**src/hw/rtl/qcse_pkg.sv**
```systemverilog
// qcse_pkg: shared types and constants for the quadtree center-sample encoder.
// No dependencies.
`default_nettype none

package qcse_pkg;

    localparam int SIZE_W   = 9;
    localparam int COORD_W  = 8;
    localparam int COLOR_W  = 8;
    localparam int PIXEL_W  = 3 * COLOR_W;
    localparam int STATUS_W = 3;
    localparam int INDEX_W  = 14;
    localparam int COUNT_W  = 15;
    localparam int NEXT_W   = 3;

    localparam int LEAF_SPAN = 2;   // r1 - r0 <= 2 means 3 or fewer rows

    localparam logic [1:0] CMD_STORE   = 2'd0;
    localparam logic [1:0] CMD_RESTART = 2'd1;
    localparam logic [1:0] CMD_FETCH   = 2'd2;

    localparam logic [STATUS_W-1:0] ST_STORED  = 3'd0;
    localparam logic [STATUS_W-1:0] ST_REP     = 3'd1;
    localparam logic [STATUS_W-1:0] ST_DONE    = 3'd2;
    localparam logic [STATUS_W-1:0] ST_REJECT  = 3'd3;
    localparam logic [STATUS_W-1:0] ST_RESTART = 3'd4;

    localparam logic CFG_IMAGE_WIDTH  = 1'b0;
    localparam logic CFG_IMAGE_HEIGHT = 1'b1;

    localparam logic [SIZE_W-1:0] SIZE_RESET = 9'd256;
    localparam logic [NEXT_W-1:0] QUAD_FIRST_NEXT = 3'd1;
    localparam logic [NEXT_W-1:0] QUAD_END        = 3'd4;

    typedef enum logic [1:0] {
        OP_STORE   = 2'd0,
        OP_REJECT  = 2'd1,
        OP_RESTART = 2'd2,
        OP_FETCH   = 2'd3
    } op_kind_t;

    typedef struct packed {
        op_kind_t           kind;
        logic [COORD_W-1:0] row;
        logic [COORD_W-1:0] col;
        logic [PIXEL_W-1:0] pixel;
        logic [SIZE_W-1:0]  h_last;
        logic [SIZE_W-1:0]  w_last;
    } queue_entry_t;

endpackage

`default_nettype wire

```
**src/hw/rtl/qcse_queue.sv**
```systemverilog
// qcse_queue: two-entry FIFO of classified transactions between front and back.
// Depends on qcse_pkg.
`default_nettype none

module qcse_queue (
    input  wire logic                   clk,
    input  wire logic                   rst_n,
    input  wire logic                   push,
    input  wire qcse_pkg::queue_entry_t push_entry,
    input  wire logic                   pop,
    output logic                        full,
    output logic                        head_valid,
    output qcse_pkg::queue_entry_t      head
);

    import qcse_pkg::*;

    queue_entry_t entry_reg [2];
    logic         wr_ptr_reg;
    logic         rd_ptr_reg;
    logic [1:0]   count_reg;
    logic [1:0]   count_next;

    assign full       = count_reg == 2'd2;
    assign head_valid = count_reg != 2'd0;
    assign head       = entry_reg[rd_ptr_reg];

    always_comb
    begin
        count_next = count_reg;
        if (push && !pop)
        begin
            count_next = count_reg + 2'd1;
        end
        else if (pop && !push)
        begin
            count_next = count_reg - 2'd1;
        end
    end

    always_ff @(posedge clk or negedge rst_n)
    begin
        if (!rst_n)
        begin
            wr_ptr_reg <= 1'b0;
            rd_ptr_reg <= 1'b0;
            count_reg  <= 2'd0;
        end
        else
        begin
            count_reg <= count_next;
            if (push)
            begin
                wr_ptr_reg <= !wr_ptr_reg;
            end
            if (pop)
            begin
                rd_ptr_reg <= !rd_ptr_reg;
            end
        end
    end

    always_ff @(posedge clk)
    begin
        if (push)
        begin
            entry_reg[wr_ptr_reg] <= push_entry;
        end
    end

endmodule

`default_nettype wire

```
**config.mk**
```make
export PLATFORM = sky130hd
export DESIGN_NAME = qcse_queue
export DESIGN_NICKNAME = d
export VERILOG_FILES = /design/src/hw/rtl/qcse_pkg.sv /design/src/hw/rtl/qcse_queue.sv
export SDC_FILE = /design/constraint.sdc
export NUM_CORES = 1
export LEC_CHECK = 0
export BUFFER_PORTS_ARGS = -buffer_cell sky130_fd_sc_hd__buf_2
export CAP_MARGIN = 10
export CORE_ASPECT_RATIO = 1.75
export CORE_UTILIZATION = 50
export DETAILED_ROUTE_END_ITERATION = 12
export GPL_ROUTABILITY_DRIVEN = 0
export PLACE_DENSITY_LB_ADDON = 0.3
export SYNTH_ARGS = -nofsm -noshare
export SYNTH_HDL_FRONTEND = slang
export SYNTH_SLANG_ARGS = --single-unit
```
**constraint.sdc**
```tcl
create_clock -name clk -period 4.35 [get_ports clk]
set_input_delay 0.87 -clock clk [delete_from_list [all_inputs] [get_ports clk]]
set_output_delay 0.87 -clock clk [all_outputs]
set_load 0.01 [all_outputs]
```
=== Yosys cells after proc, flatten, opt, wreduce, memory -nomap -nowiden ===
Memory sizes are Yosys's and may differ from the RTL's.
Cells that the tools add are included.

* Bits in registers: 4
* Latch bits: 0
* RAM bits: 120
* Memory bits (read-only): 0
* Bits of input ports: 64
* Output and inout bits: 62
* Memories: 1

{| class="wikitable"
|+ Memory list
! name !! depth !! width !! rd ports !! clocked after memory_dff !! wr ports !! RTL line !! RTL
|-
| entry_reg || 2 || 60 || 1 || 0 || 1 || qcse_queue.sv:18 || <nowiki>queue_entry_t entry_reg [2];</nowiki>
|}

* $add $sub $neg: 2
* $mul: 0
* Divide/modulo/power cells: 0
* Magnitude comparators: 0
* Equal/unequal tests: 1
* Shift operators: 0
* Muxes and demuxes: 4
* Bitwise logic cells: 0
* Reduce and logical (&&, ||, !) cells: 8

{| class="wikitable"
|+ Operator list
! cell !! count
|-
| 1-bit logical NOT || 4
|-
| 2-bit two-way mux || 2
|-
| 2-bit nonzero test || 2
|-
| 2-bit by 1-bit adder with 2-bit output, second input constant || 1
|-
| 2-bit equality test, second input constant || 1
|-
| 1-bit logical AND || 2
|-
| 1-bit two-way mux || 2
|-
| 2-bit by 1-bit subtractor with 2-bit output, second input constant || 1
|}

=== Logic depth before layout (Yosys ltp) ===
* Depth in word-level cells: 4
* Depth in mapped cells: 5

=== Least setup slack after synthesis ===
OpenSTA, ideal clock, no wires.

* Path kind: input -> register
* Start: in push
* End: mem entry_reg[0][0] (netlist name) (enable)
* Library setup time: 0.485 ns
* Data arrival time: 3.514 ns
* Required time: 3.865 ns
* Slack: 0.351 ns
* Stages: 1
* Cell sequence: nor2b_1

* Longest elaborated chain between the ends: 2

{| class="wikitable"
|+ Ends and longest elaborated chain
! element !! RTL line !! RTL
|-
| from (decl) || qcse_queue.sv:8 || <nowiki>input wire logic push,</nowiki>
|-
| 1-bit two-way mux || qcse_queue.sv:65 || <nowiki>if (push)</nowiki>
|-
| 1-bit two-way mux (not written as such) || qcse_queue.sv:67 || <nowiki>entry_reg[wr_ptr_reg] <= push_entry;</nowiki>
|-
| to (decl) || qcse_queue.sv:18 ||
|}

Every way passes these cells.

==> results.toml <==
[outcome]
status = "finished, final reports clean"

[global_routing]
first_global_vias = 2480
grt_pass1_wl_um = 11900
grt_overflow = 0
grt_max_degree = 62
grtUsageTotal = 0.164
antenna_found_initial = 0

[finish]
largest_register_ffs = 120
areaGrowthSynthToFinish_pct = 25.9
stdcell_count = 477
drive_above_1_share = 0.611
antenna_cells = 0
final_nets = 409

[sta]
finalClockSkew_ns = 0.00553
tightest_slew_ns = 1.15
grt_setup_unrepaired = "no"
worst_slack_ns = 1.33
hold_viol_final = 0
setup_tns_ns = 0
finalCritPeriodShare = 0.695
finalSetupViolations = 0
fin_crit_ns = 3.02
slew_violations = 0
timing.slew.headroom = 0.233
fmax_ghz = 0.331

[setup_path]
reg2reg_to = "entry_reg[0][55]$_DFFE_PP_"
critPathKind = "flop to primary output"
cp_cell_sequence = "mux2_4, buf_2"
ff2ff_path_depth = 2
worst_setup_path_start_kind = "flop"
worst-r2r-setup-slack_ns = 2.39
crit_start = "rd_ptr_reg$_DFFE_PN0P_"
critical_path_arrival_ns = 2.15
r2r_start = "wr_ptr_reg$_DFFE_PN0P_"
critPathMaxStageDelay_ns = 1.15
worst-path-max-fanout = 61
crit_required_ns = 3.48
endpoint_kind = "primary output"
cp_slowest_cell = "dfrtp_4"

[yosys]
yosys-top-cells-area = "edfxtp_1 75%, mux2_4 18%, buf_12 2.5%"
synth_top_cell_by_area = "edfxtp_1"
synth_top_cell_area_share = 0.747
synth.most_common_cell = "edfxtp_1"
ys_types = 14
synth-async-reset-ratio = 0.0323
synth_ff_type = "edfxtp_1"
synth_edf_count = 120
synth_area_um2 = 4820
seq_area_frac_synth = 0.768
synth_commonest_cells = "120 x edfxtp_1, 59 x mux2_4, 6 x buf_12, 4 x dfrtp_1, 4 x xor2_1"
synth.ff_latch_count = 124
yosysWarnings = 0
syn-num-nets = 268
postSynthCellCount = 203
syn_avg_cell_area_um2 = 23.7

[floorplan]
start_util = 0.512
fp.coreArea_um2 = 9410
dieArea_um2 = 10100
die_h_um = 132
row_count = 47
die_x_um = 76.2
pin_count = 126

[hold_path]
hold_path_class = "primary input to async pin"

[clocking]
clock_sinks = 124
cts_root_buf = "clkbuf_16"
cts_tree = "done"
post-cts-setup-buffers = 0
htreeDepth = 4
clkLatencyLatePin_ns = 0.41
clkTransAtPathRegs_ns = 0.05
clk_path_buf_depth = 2
cts_inserted_buffers = 17
ctsResizeCount = 0
cts_hold_buffers = 0

[pwr]
vdd_drop_max_mv = 0.722
intPower_mw = 3.10
power_switching_mw = 1.10
clock_power_share = 0.317
pwr-share-seq = 0.431
p_sw_frac = 0.261
leakagePower_nw = 2.50
p_per_area_nw_per_um2 = 691
power_frac_comb = 0.252

[drt]
num_vias = 2324
vias_per_cell = 4.87
post-route-drc-count = 0
drt-pass1-iter-count = 4
antenna_left = 0
routedWlPerCell_um = 16.0
routed_wl_um = 7640
drtIter0Drc = 78

[place]
dp_hpwl_um = 5020
dp.cells = 447
pre_cts_slack_ns = 1.72
io_buffers = 125

[flow_run]
drv_cap = 0
==> through the flow <==
stage,hold slack (ns),power [mW],util,cell area (um^2)
floorplan,0.447,2.63,-,4820
global placement,0.463,2.88,0.586,5510
detailed placement,0.478,2.91,0.586,5510
CTS,0.242,4.25,0.645,6070
global route,0.247,4.36,0.645,6070
finish,0.258,4.20,0.645,6070
==> layout make-up <==
type                    count  area, um^2
clock buffers              19         433
clock inverters            11         128
fillers                   694        3340
inverters                   1        3.75
multi-input cells          71         991
flip-flops and latches    124        3710
well taps                 122         153
repair buffers            129         656
==> metal layers <==
layer	vias to the layer above	part of all wire	global-route usage
met5	-	0	0
met4	0	0.032	0.104
met3	21	0.064	0.0657
met2	79	0.56	0.292
met1	1143	0.35	0.153
li1	1081	-	-
==> cell usage in the layout (no fill, tap or decap) <==
cell	n
xor2_1	4
or2_2	1
buf_2	125
and2_2	1
nor2b_1	1
ha_1	1
edfxtp_1	120
dfrtp_1	3
clkinv_1	4
bufinv_16	3
mux2_4	59
clkbuf_16	17
dfrtp_4	1
nor2_1	1
nor2b_4	1
clkinv_2	3
inv_1	1
clkinvlp_4	1
clkbuf_1	2
buf_4	4
xnor2_1	1
mux2_2	1
==> power groups by stage <==
stage / clock network [mW] / logic (mW) / registers [mW]
after floorplan: 0 / 0.955 / 1.68
after global placement: 0 / 1.06 / 1.82
after detailed placement: 0 / 1.07 / 1.84
after CTS: 1.36 / 1.07 / 1.82
after global routing: 1.40 / 1.12 / 1.84
final: 1.33 / 1.06 / 1.81
==> kinds of logic (layout without fill, tap and decap cells) <==
| family | count (synthesis) | after routing | share of synthesized area |
|---|---|---|---|
| XOR/XNOR | 5 | 5 | 0.00908 |
| flip-flops | 124 | 124 | 0.768 |
| AND/OR/NAND/NOR | 5 | 5 | 0.00597 |
| multiplexers | 60 | 60 | 0.186 |
| adder cells (fa/ha/maj) | 1 | 1 | 0.00259 |
| buffers and inverters | 8 | 160 | 0.0280 |
==> worst max path at each step <==
stage / end / slack [ns] / cells after the start
floorplan: entry_reg[0][0]$_DFFE_PP_ / 0.35 / 1
global placement: head[51] / 1.72 / 2
detailed placement: head[51] / 1.72 / 2
CTS: head[51] / 1.27 / 2
global route: head[51] / 1.24 / 2
finish: head[33] / 1.33 / 2
==> critical path, delay by kind of cell, from the launching register on <==
kind	cells	cell delay [ns]
buffers and inverters	1	0.14
DFF	1	1.15
muxes	1	0.36
Note: power is estimated with default switching activity, not from simulation.
