### config.mk
export PLATFORM = sky130hd
export DESIGN_NAME = qcse_front
export DESIGN_NICKNAME = d
export VERILOG_FILES = /design/src/hw/rtl/qcse_pkg.sv /design/src/hw/rtl/qcse_front.sv
export SDC_FILE = /design/constraint.sdc
export NUM_CORES = 1
export LEC_CHECK = 0
export BUFFER_PORTS_ARGS = -buffer_cell sky130_fd_sc_hd__buf_4
export CAP_MARGIN = 20
export CELL_PAD_IN_SITES_DETAIL_PLACEMENT = 0
export CELL_PAD_IN_SITES_GLOBAL_PLACEMENT = 1
export CORE_UTILIZATION = 27
export DETAILED_ROUTE_END_ITERATION = 8
export GPL_TIMING_DRIVEN = 0
export PLACE_DENSITY = 0.84
export SLEW_MARGIN = 20
export SYNTH_ARGS = -nofsm -noshare
export SYNTH_HDL_FRONTEND = slang
export SYNTH_SLANG_ARGS = --single-unit
### constraint.sdc
create_clock -name clk -period 2.9 [get_ports clk]
set_input_delay 0.58 -clock clk [delete_from_list [all_inputs] [get_ports clk]]
set_output_delay 0.58 -clock clk [all_outputs]
set_load 0.01 [all_outputs]
### src/hw/rtl/qcse_pkg.sv
// qcse_pkg: shared types and constants for the quadtree center-sample encoder.
// No dependencies.
`default_nettype none

package qcse_pkg;

    localparam int SIZE_W   = 9;
    localparam int COORD_W  = 8;
    localparam int COLOR_W  = 8;
    localparam int PIXEL_W  = 3 * COLOR_W;
    localparam int STATUS_W = 3;
    localparam int INDEX_W  = 14;
    localparam int COUNT_W  = 15;
    localparam int NEXT_W   = 3;

    localparam int LEAF_SPAN = 2;   // r1 - r0 <= 2 means 3 or fewer rows

    localparam logic [1:0] CMD_STORE   = 2'd0;
    localparam logic [1:0] CMD_RESTART = 2'd1;
    localparam logic [1:0] CMD_FETCH   = 2'd2;

    localparam logic [STATUS_W-1:0] ST_STORED  = 3'd0;
    localparam logic [STATUS_W-1:0] ST_REP     = 3'd1;
    localparam logic [STATUS_W-1:0] ST_DONE    = 3'd2;
    localparam logic [STATUS_W-1:0] ST_REJECT  = 3'd3;
    localparam logic [STATUS_W-1:0] ST_RESTART = 3'd4;

    localparam logic CFG_IMAGE_WIDTH  = 1'b0;
    localparam logic CFG_IMAGE_HEIGHT = 1'b1;

    localparam logic [SIZE_W-1:0] SIZE_RESET = 9'd256;
    localparam logic [NEXT_W-1:0] QUAD_FIRST_NEXT = 3'd1;
    localparam logic [NEXT_W-1:0] QUAD_END        = 3'd4;

    typedef enum logic [1:0] {
        OP_STORE   = 2'd0,
        OP_REJECT  = 2'd1,
        OP_RESTART = 2'd2,
        OP_FETCH   = 2'd3
    } op_kind_t;

    typedef struct packed {
        op_kind_t           kind;
        logic [COORD_W-1:0] row;
        logic [COORD_W-1:0] col;
        logic [PIXEL_W-1:0] pixel;
        logic [SIZE_W-1:0]  h_last;
        logic [SIZE_W-1:0]  w_last;
    } queue_entry_t;

endpackage

`default_nettype wire

### src/hw/rtl/qcse_front.sv
// qcse_front: size registers, command accept and classification into queue entries.
// Depends on qcse_pkg.
`default_nettype none

module qcse_front #(
    parameter int MAX_WIDTH  = 256,
    parameter int MAX_HEIGHT = 256
) (
    input  wire logic                          clk,
    input  wire logic                          rst_n,
    input  wire logic                          start,
    input  wire logic [1:0]                    command,
    input  wire logic [qcse_pkg::COORD_W-1:0]  pixel_row,
    input  wire logic [qcse_pkg::COORD_W-1:0]  pixel_col,
    input  wire logic [qcse_pkg::COLOR_W-1:0]  red_in,
    input  wire logic [qcse_pkg::COLOR_W-1:0]  green_in,
    input  wire logic [qcse_pkg::COLOR_W-1:0]  blue_in,
    input  wire logic                          cfg_valid,
    input  wire logic                          cfg_index,
    input  wire logic [qcse_pkg::SIZE_W-1:0]   cfg_data,
    output logic                               cfg_ready,
    input  wire logic                          queue_full,
    output logic                               busy,
    output logic                               push,
    output qcse_pkg::queue_entry_t             entry
);

    import qcse_pkg::*;

    logic [SIZE_W-1:0] width_reg;
    logic [SIZE_W-1:0] height_reg;
    logic [SIZE_W-1:0] w_eff;
    logic [SIZE_W-1:0] h_eff;
    logic              out_of_size;

    function automatic logic [SIZE_W-1:0] eff_size(input logic [SIZE_W-1:0] v,
                                                   input int unsigned lim);
        logic [SIZE_W-1:0] r;
        r = v;
        if (v == '0)
        begin
            r = SIZE_W'(1);
        end
        else if (int'(v) > lim)
        begin
            r = SIZE_W'(lim);
        end
        return r;
    endfunction

    always_ff @(posedge clk or negedge rst_n)
    begin
        if (!rst_n)
        begin
            width_reg  <= SIZE_RESET;
            height_reg <= SIZE_RESET;
        end
        else if (cfg_valid)
        begin
            if (cfg_index == CFG_IMAGE_WIDTH)
            begin
                width_reg <= cfg_data;
            end
            else
            begin
                height_reg <= cfg_data;
            end
        end
    end

    assign cfg_ready = 1'b1;
    assign busy      = queue_full;
    assign push      = start && !queue_full;

    assign w_eff = eff_size(width_reg, MAX_WIDTH);
    assign h_eff = eff_size(height_reg, MAX_HEIGHT);
    assign out_of_size = ({1'b0, pixel_row} >= h_eff) || ({1'b0, pixel_col} >= w_eff);

    always_comb
    begin
        entry.row    = pixel_row;
        entry.col    = pixel_col;
        entry.pixel  = {red_in, green_in, blue_in};
        entry.h_last = h_eff - SIZE_W'(1);
        entry.w_last = w_eff - SIZE_W'(1);
        case (command)
            CMD_STORE:   entry.kind = out_of_size ? OP_REJECT : OP_STORE;
            CMD_RESTART: entry.kind = OP_RESTART;
            CMD_FETCH:   entry.kind = OP_FETCH;
            default:     entry.kind = OP_REJECT;
        endcase
    end

endmodule

`default_nettype wire

After elaboration in Yosys (flattened, before gate mapping). Index checks and enable logic that the tools add are counted.

Flip-flop bits (word level): 18. Bits in latches: 0. Bits in writable memories: 0. Bits in read-only memories: 0. Input port bits: 57. Output and inout bits: 63. Memories: 0.

Add/subtract/negate cells: 2. Multiply operators: 0. Divide/modulo/power cells: 0. Order comparisons: 4. Eq/ne operators: 2. Shifts and indexed selects: 0. Mux-type cells: 6. Bitwise operators: 1. Reductions and logical operators: 8.

Operators by type and width (number): $mux 9 (4); $ge 8x9->1 (2); $gt 9x9->1 const B (2); $logic_not 9->1 (2); $sub 9x1->9 const B (2); $pmux 2 s3 (1); $reduce_and 2->1 (2); $eq 2x1->1 const B (1); $eq 2x2->1 const B (1); $logic_not 2->1 (1); $logic_and 1x1->1 (1); $logic_not 1->1 (1); $logic_or 1x1->1 (1); $mux 1 (1); $not 1->1 (1).

Depth between registers and ports, before layout. Gate-level depths: netlist of the first run.

Word-level depth: 7. Mapped depth: 11. Mapped depth without buffers: 11.

Least setup slack after synthesis of the first run. No wires, ideal clock.

Kind: register to output. From: register width_reg[5]. To: output port entry[58] (netlist bit). Arrival: 2.364 ns. Required time: 2.320 ns. Setup slack: -0.044 ns. Stages on the path, launching flop included: 12. Path through: dfrtp_1 -> or4_4 -> or3_4 -> nor2_1 -> nor2_1 -> nor2_1 -> ha_1 -> nand2b_1 -> a211oi_1 -> o21ai_0 -> nand4_1 -> a31oi_1.

RTL lines: from (decl) (RTL line qcse_front.sv:30) `logic [SIZE_W-1:0] width_reg;`; from (signal assigned) (RTL line qcse_front.sv:62) `width_reg <= cfg_data;`; to (decl) (RTL line qcse_front.sv:25) `output qcse_pkg::queue_entry_t entry`.

==> impl_metrics.ini, run 1 <==
[timing]
fin_crit_ns = 3.35
max_clock_freq_mhz = 298
worst_slack_ns = -0.452
clock_skew_ns = 0
crit_share_post_route_pct = 116
report.final.slew_viol_count = 0
setup_viol = 10
grt_setup_unrepaired = true
hold_viol_final = 0

[place]
worst_setup_slack_post_dpl_ns = -0.547
place.port_buffers = 94
postPlaceCellArea_sq_mm = 0.00263
hpwl_after_detailed_placement_mm = 3.80
rd_place_congestion = 0.738

[detailed_routing]
vias_per_cell = 4.46
via_count = 1734
route.antenna.remaining_nets = 0
wire_length_reported_by_the_detailed_router_mm = 4.69
detail_route.wl_per_cell_um = 12.1
first_iter_violations = 56
post-route-drc-count = 16
length_of_the_first_detailed_routing_pass_in_iterations = 6

[yosys]
synthCells = 200
synth_async_sr_flop_share_pct = 100
yosys_warnings = 0
netlist-cell-type-count = 37
syn_avg_cell_area_sq_um = 9.11
yosysSeqAreaShare_pct = 24.8
syn-num-nets = 277
yosys_register_bits = 18
ys_dominant_reg_cell = dfrtp_1
synth.cell_area_sq_mm = 0.00182
synth_edf_count = 0

[die]
fp-row-count = 29
floorplan.initialDensity_pct = 28.4
die_height_um = 84.2
floorplan.die_area_sq_mm = 0.00708
number_of_primary_i_o_pins = 120
floorplan.core_area_sq_mm = 0.00642
die_width_um = 84.2

[global_routing]
grt_first_pass_wirelength_mm = 7.60
largest_net_degree_at_the_start_of_global_routing = 19
first_global_vias = 1646
grtUsageTotal_pct = 13.3
grt_antenna_before_repair = 0
grt.overflow.total = 0

[setup_path]
arrival_time_of_data_at_the_critical_path_endpoint_ns = 2.77
r2r_slack_ns = 1.70
timing.critical_path.mode_cell = nor2_1
timing.critical_path.required_ns = 2.32
worstPathMaxFanout = 2
timing.critical_path.slowest_cell_delay_ns = 0.54
critPathSlowestCell = or4_4
critPathLaunchType = flip-flop
worst-setup-path-type = reg2out
timing.critical_path.to_type = output port
crit_path_cell_trace = or4_4 -> or3_4 -> nor2_1 -> nor2_1 -> nor2_1 -> ha_1 -> nand2b_4 -> a211oi_4 -> o21ai_2 -> nand4_1 -> a31oi_2 -> buf_4

[pwr]
power.ir.vdd_worst_mv = 0.335
powerDensity_mw_per_mm2 = 415
total_power_uw = 1220
power.static_leakage_uw = 0.00143

[final_layout]
final_design_area_no_fill_sq_mm = 0.00293
area_of_the_multi_input_gates_sq_mm = 0.00114
diodes_inserted = 0
layout_commonest_cell = buf_4
layout-drive-gt1-share_pct = 63.8
syn2layout_area_growth_pct = 60.5
mostFrequentLayoutCells = 145 x buf_4, 18 x mux2_2, 18 x ha_1, 17 x nand2b_1, 15 x dfrtp_1
final_core_utilization_pct = 45.5
n_fill_cell = 663
nets = 390
register_cell_area_after_layout_sq_um = 454

[run_status]
violations = DRC, setup timing
outcome = finished, violations left

[run]
drv_cap = 0

[worst_hold_path]
min_path_type = in2async

[clocking]
numClockSinks = 18
clock_insertion_delay_worst_skew_ns = 0.25
cts_hold_repair.buffers = 0
clock_input_transition_at_the_sequential_cells_of_the_worst_setup_and_hold_paths_ns = 0.07
htree_levels = 1
tritoncts = built
clock_tree.buffer_depth = 2
tritoncts.num_buffers = 3
ctsRootBufferMaster = clkbuf_8
cell usage after synthesis, types with 4 or more instances:
cell type   n  share of area (%)
a21oi_1     6                1.6
buf_4      42                 17
dfrtp_1    16                 22
ha_1       20                 14
inv_1       8                1.6
mux2_2     18                 11
nand2b_1   18                6.2
nor2_1     13                2.7
nor3_1      4                1.1
o21ai_0     8                2.2
power breakdown:
group / switching (uW) / internal [uW]
clock network: 82.5 / 97.5
logic: 296 / 396
registers: 51.6 / 292
total: 430 / 786
final timing paths:
path | start | endpoint | depth (start not counted)
min reg2reg | height_reg[1]$_DFFE_PN0P_ | height_reg[1]$_DFFE_PN0P_ | 1
max | width_reg[5]$_DFFE_PN0P_ | entry[58] | 12
min | rst_n | width_reg[6]$_DFFE_PN0P_ | 1
min in group clk | height_reg[1]$_DFFE_PN0P_ | height_reg[1]$_DFFE_PN0P_ | 1
max reg2reg | height_reg[8]$_DFFE_PN1P_ | height_reg[8]$_DFFE_PN1P_ | 2
max in group asynchronous | rst_n | height_reg[8]$_DFFE_PN1P_ | 1
repair_timing:
| item | CTS | global route |
|---|---|---|
| resized for setup | 24 | 9 |
| pin swaps | 11 | 8 |
| buffers inserted | 10 | 4 |
| endpoints found under the setup margin | 11 | 11 |
layer usage:
metal  vias up  share of wire [%]  GRT usage [%]
met5         -                  0              0
met4         0               0.70           2.82
met2        63                 51           24.4
met3         4                6.5           2.85
li1        870                  -              -
met1       797                 42           16.0
per-stage QoR:
stage	hold slack [ns]	TNS, ns	cells
floorplan	0.284	-0.00701	200
global placement	0.456	-1.04	371
detailed placement	0.460	-1.32	371
CTS	0.183	-1.79	385
global route	0.188	-2.73	389
finish	0.183	-1.65	389
kinds of logic after synthesis:
group,after synthesis,synth area share (%)
muxes,19,11.7
DFF,18,24.8
xor gates and xnor gates,6,2.88
buffers and inverters,53,20.0
and+or+nand+nor,58,18.2
other,1,0.206
AOI/OAI and AO/OA,25,8.51
adders and majority gates,20,13.7
worst max-delay path: cells and delay by family, from the launching register on:
kind,cells,cell delay [ns]
compound gates,3,0.37
fa+ha+maj,1,0.23
buf+inv,1,0.15
flops,1,0.39
simple gates,7,1.36
final cells by class:
class / count / area share [%]
Multi-Input combinational cell: 129 / 38.8
Timing Repair Buffer: 108 / 28.4
Sequential cell: 18 / 15.5
Buffer: 45 / 11.4
Tap cell: 77 / 3.29
Clock buffer: 4 / 1.54
Inverter: 8 / 1.03
(Power assumes the default switching activity.)
==> run 2, diff against run 1 <==
--- a/config.mk
+++ b/config.mk
@@ -12,7 +12,7 @@
 export CORE_UTILIZATION = 27
 export DETAILED_ROUTE_END_ITERATION = 8
 export GPL_TIMING_DRIVEN = 0
-export PLACE_DENSITY = 0.84
+export PLACE_DENSITY = 0.75
 export SLEW_MARGIN = 20
 export SYNTH_ARGS = -nofsm -noshare
 export SYNTH_HDL_FRONTEND = slang
==> run 2 against run 1 <==
Effect of this change: the flow still finishes with violations (DRC, setup timing); first-iteration DRC count increased by 18%; largest cell class unchanged; global-route usage is 1.4 points lower; via count fell by 0.92%; non-clock buffer count fell by 2; combinational power shrank 2%; wire length fell by 5.1%; highest routed layer unchanged; cell count decreased by 0.51%.
==> impl_metrics.ini, run 2 (synthesis results as in run 1) <==
[run_status]
outcome = finished, violations left
violations = DRC, setup timing

[place]
worst_setup_slack_post_dpl_ns = -0.530
place.port_buffers = 94
rd_place_congestion = 0.737
hpwl_after_detailed_placement_mm = 3.66

[setup_path]
worstPathMaxFanout = 2
worst-setup-path-type = reg2out
critPathLaunchType = flip-flop
worst_path_dominant_cell_family = simple AND/OR/NAND/NOR gates
arrival_time_of_data_at_the_critical_path_endpoint_ns = 2.83
crit_path_cell_trace = or4_4 -> or3_4 -> nor2_4 -> nor2_2 -> nor2_1 -> ha_1 -> nand2b_4 -> a211oi_2 -> o21ai_2 -> nand4_1 -> a31oi_2 -> buf_4
timing.critical_path.required_ns = 2.32
cp.buffers_inverters = 1
timing.critical_path.slowest_cell_delay_ns = 0.54
ff2ff_path_depth = 2
timing.critical_path.to_type = output port
critPathSlowestCell = or4_4
levels_on_crit_path = 12

[clocking]
clock_input_transition_at_the_sequential_cells_of_the_worst_setup_and_hold_paths_ns = 0.06
ctsRootBufferMaster = clkbuf_8
numClockSinks = 18
htree_levels = 1
tritoncts = built
cts_hold_repair.buffers = 0
clock_tree.buffer_depth = 2
tritoncts.num_buffers = 3
clock_insertion_delay_worst_skew_ns = 0.25

[timing]
slew_headroom_pct = 66.2
grt_setup_unrepaired = true
fin_crit_ns = 3.41
max_clock_freq_mhz = 293
clock_skew_ns = 0
report.final.slew_viol_count = 0
tightestPinTransition_ns = 0.507
hold_viol_final = 0
setup_viol = 10
fin_setup_tns_ns = -1.68
worst_slack_ns = -0.515
hold-worst-slack_ns = 0.179
crit_share_post_route_pct = 118

[die]
fp-row-count = 29
floorplan.core_area_sq_mm = 0.00642
die_height_um = 84.2
floorplan.initialDensity_pct = 28.4
number_of_primary_i_o_pins = 120
die_width_um = 84.2
floorplan.die_area_sq_mm = 0.00708

[final_layout]
mostFrequentLayoutCells = 143 x buf_4, 18 x mux2_2, 18 x ha_1, 16 x nand2b_1, 16 x dfrtp_1
layout_commonest_cell = buf_4
nets = 388
diodes_inserted = 0
n_fill_cell = 660
syn2layout_area_growth_pct = 59.8
layout-drive-gt1-share_pct = 64.2

[detailed_routing]
wire_length_reported_by_the_detailed_router_mm = 4.45
vias_per_cell = 4.44
length_of_the_first_detailed_routing_pass_in_iterations = 7
route.antenna.remaining_nets = 0
post-route-drc-count = 12
first_iter_violations = 66
detail_route.wl_per_cell_um = 11.5
via_count = 1718

[global_routing]
first_global_vias = 1564
grt.overflow.total = 0
grt_antenna_before_repair = 0
largest_net_degree_at_the_start_of_global_routing = 19
grt_first_pass_wirelength_mm = 6.93
grtUsageTotal_pct = 11.9

[pwr]
power.ir.vdd_worst_mv = 0.291
powerDensity_mw_per_mm2 = 411
power.static_leakage_uw = 0.00143

[run]
drv_cap = 0

[worst_hold_path]
min_path_type = in2async
==> run 2: cell count changes in the layout (fill, tap and decap cells not counted), sizes merged <==
| cell | before | now |
|---|---|---|
| buf | 151 | 149 |
==> run 2: area by class of cell <==
cell class	count	area (sq um)	area share, %
Tap cell	77	96.3	3.31
Multi-Input combinational cell	129	1140	39.2
Clock buffer	4	45.0	1.55
Sequential cell	18	453	15.5
Inverter	8	30.0	1.03
Timing Repair Buffer	106	815	28.0
Buffer	45	334	11.5
==> run 2: through the flow <==
stage | cells | util, % | total power (uW) | cell area (sq um)
finish | 387 | 45.4 | 1200 | 2910
global route | 387 | 45.4 | 1290 | 2910
CTS | 386 | 44.5 | 1180 | 2860
detailed placement | 371 | 41.0 | 922 | 2630
global placement | 371 | 41.0 | 913 | 2630
floorplan | 200 | - | 668 | 1830
==> run 2: power by group <==
| group | internal, uW | switching, uW |
|---|---|---|
| clock network | 97.6 | 80.5 |
| registers | 292 | 50.2 |
| logic | 393 | 284 |
==> run 2: path summary, 6_finish.rpt <==
check | from | end | slack [ns]
setup / recovery | width_reg[3]$_DFFE_PN0P_ | entry[58] | -0.51
hold / removal | rst_n | width_reg[1]$_DFFE_PN0P_ | 0.18
setup reg to reg | height_reg[8]$_DFFE_PN1P_ | height_reg[8]$_DFFE_PN1P_ | 1.70
hold reg to reg | height_reg[1]$_DFFE_PN0P_ | height_reg[1]$_DFFE_PN0P_ | 0.55
max in group asynchronous | rst_n | height_reg[8]$_DFFE_PN1P_ | 2.46
min in group clk | height_reg[1]$_DFFE_PN0P_ | height_reg[1]$_DFFE_PN0P_ | 0.55
==> run 2: per-layer routing <==
metal  track usage, %  vias up  part of all wire (%)
met5                0        -                     0
met4             3.45        0                  0.97
met3             2.16        5                   5.1
met2             20.6       49                    52
met1             15.1      797                    42
li1                 -      867                     -
==> run 2: worst reg2reg max path: stages (launching register included) <==
cell and delay (ns):
dfstp_2 0.56, clkbuf_1 0.35, mux2_2 0.23
==> run 2: what timing repair did <==
item	CTS	global route
setup buffers	11	2
resized for setup	21	13
setup endpoints to repair	11	12
pin swaps	14	10
==> run 3, diff against run 2 <==
--- a/config.mk
+++ b/config.mk
@@ -10,6 +10,7 @@
 export CELL_PAD_IN_SITES_DETAIL_PLACEMENT = 0
 export CELL_PAD_IN_SITES_GLOBAL_PLACEMENT = 1
 export CORE_UTILIZATION = 27
+export CTS_CLUSTER_DIAMETER = 120
 export DETAILED_ROUTE_END_ITERATION = 8
 export GPL_TIMING_DRIVEN = 0
 export PLACE_DENSITY = 0.75
@@ -17,3 +18,4 @@
 export SYNTH_ARGS = -nofsm -noshare
 export SYNTH_HDL_FRONTEND = slang
 export SYNTH_SLANG_ARGS = --single-unit
+export TNS_END_PERCENT = 10
==> run 3 against run 2 <==
Effect of this change: the run still ends with DRC, setup timing left; register-to-register slack is essentially flat; setup slack gained 0.022 ns; die area is the same; via count shrank 2.6%; utilization shrank 1.5 points; total power shrank 3.7%; combinational power shrank 6.4%; largest power group unchanged.
==> impl_metrics.ini, run 3 (synthesis results as in run 1) <==
[run_status]
outcome = finished, violations left
violations = DRC, setup timing

[final_layout]
layout-drive-gt1-share_pct = 61.7
final_core_utilization_pct = 43.9
mostFrequentLayoutCells = 139 x buf_4, 18 x mux2_2, 18 x ha_1, 17 x nand2b_1, 16 x dfrtp_1
syn2layout_area_growth_pct = 54.5
layout_commonest_cell = buf_4
diodes_inserted = 0
final-instance-count-excl-fill = 380
nets = 381
n_fill_cell = 655

[setup_path]
critPathSlowestCell = or4_4
timing.critical_path.to_type = output port
timing.critical_path.required_ns = 2.32
critPathLaunchType = flip-flop
worst-setup-path-type = reg2out
timing.critical_path.slowest_cell_delay_ns = 0.56
crit_path_cell_trace = or4_4 -> or3_4 -> nor2_4 -> nor2_2 -> nor2_1 -> ha_1 -> nand2b_4 -> a211oi_2 -> o21ai_2 -> nand4_1 -> a31oi_2 -> buf_4
arrival_time_of_data_at_the_critical_path_endpoint_ns = 2.81
worstPathMaxFanout = 4

[detailed_routing]
route.antenna.remaining_nets = 0
detailroute.wirelength.met3_um = 227
post-route-drc-count = 12
m1_wl_mm = 1.82
wire_length_reported_by_the_detailed_router_mm = 4.29
via_count = 1673
first_iter_violations = 64
length_of_the_first_detailed_routing_pass_in_iterations = 6
met2WireLength_mm = 2.19
detail_route.wl_per_cell_um = 11.3
vias_per_cell = 4.40
topRoutingLayerUsed = met4

[pwr]
power.static_leakage_uw = 0.00138
total_power_uw = 1150
powerDensity_mw_per_mm2 = 409
power.ir.vdd_worst_mv = 0.290

[place]
place.port_buffers = 94
worst_setup_slack_post_dpl_ns = -0.530
hpwl_after_detailed_placement_mm = 3.66
placed_cells = 371
rd_place_congestion = 0.737

[run]
drv_cap = 0

[die]
floorplan.die_area_sq_mm = 0.00708
floorplan.initialDensity_pct = 28.4
die_width_um = 84.2
die_height_um = 84.2
floorplan.core_area_sq_mm = 0.00642
number_of_primary_i_o_pins = 120
fp-row-count = 29

[global_routing]
grt_antenna_before_repair = 0
grt.overflow.total = 0
largest_net_degree_at_the_start_of_global_routing = 19
grt_first_pass_wirelength_mm = 6.71
first_global_vias = 1523
grtUsageTotal_pct = 11.5

[worst_hold_path]
min_path_type = in2async

[timing]
slew_headroom_pct = 66.0
clock_skew_ns = 0
setup_viol = 10
crit_share_post_route_pct = 117
max_clock_freq_mhz = 295
report.final.slew_viol_count = 0
worst_slack_ns = -0.493
grt_setup_unrepaired = true
tightestPinTransition_ns = 0.510
hold_viol_final = 0
fin_crit_ns = 3.39

[clocking]
tritoncts.num_buffers = 3
clock_tree.buffer_depth = 2
clock_input_transition_at_the_sequential_cells_of_the_worst_setup_and_hold_paths_ns = 0.06
tritoncts = built
htree_levels = 1
numClockSinks = 18
cts_hold_repair.buffers = 0
ctsRootBufferMaster = clkbuf_8
clock_insertion_delay_worst_skew_ns = 0.25
## run 3: report_power, final
group / switching, uW / internal (uW)
clock network: 80.2 / 97.6
logic: 269 / 365
registers: 49.1 / 292
## run 3: timing repair
item	4_1_cts	5_1_grt
pin swaps	8	5
endpoints found under the setup margin	11	11
resized for setup	17	9
setup buffers	5	0
## run 3: final cells by class
class	instances	area, sq um	area share, %
Tap cell	77	96.3	3.42
Timing Repair Buffer	99	751	26.7
Sequential cell	18	453	16.1
Clock buffer	4	45.0	1.60
Inverter	8	30.0	1.07
Multi-Input combinational cell	129	1110	39.3
Buffer	45	334	11.9
## run 3: worst paths after layout
| kind | startpoint | end | slack [ns] | depth (start not counted) |
|---|---|---|---|---|
| max in group asynchronous | rst_n | height_reg[8]$_DFFE_PN1P_ | 2.46 | 1 |
| worst min register to register | height_reg[1]$_DFFE_PN0P_ | height_reg[1]$_DFFE_PN0P_ | 0.54 | 1 |
| min in group clk | height_reg[1]$_DFFE_PN0P_ | height_reg[1]$_DFFE_PN0P_ | 0.54 | 1 |
| worst max register to register | height_reg[8]$_DFFE_PN1P_ | height_reg[8]$_DFFE_PN1P_ | 1.70 | 2 |
| worst min-delay path | rst_n | width_reg[1]$_DFFE_PN0P_ | 0.18 | 1 |
| worst max-delay path | width_reg[3]$_DFFE_PN0P_ | entry[58] | -0.49 | 12 |
## run 3: critical path: cells and delay by family (launching register included)
family | cells | cell delay (ns)
buf+inv | 1 | 0.15
fa+ha+maj | 1 | 0.23
simple gates | 7 | 1.41
compound gates | 3 | 0.38
flops | 1 | 0.38
## run 3: layer usage
| layer | global-route usage (%) | vias to the layer above |
|---|---|---|
| met4 | 2.82 | 0 |
| met3 | 2.16 | 5 |
| li1 | - | 850 |
| met2 | 19.9 | 49 |
| met5 | 0 | - |
| met1 | 14.7 | 769 |
## run 3: through the flow
stage	hold WS (ns)	setup TNS, ns	instance area [sq um]
final	0.180	-1.48	2820
after floorplan	0.284	-0.00701	1830
after global routing	0.184	-2.75	2820
after detailed placement	0.460	-1.16	2630
after global placement	0.459	-1.12	2630
after CTS	0.182	-2.08	2790
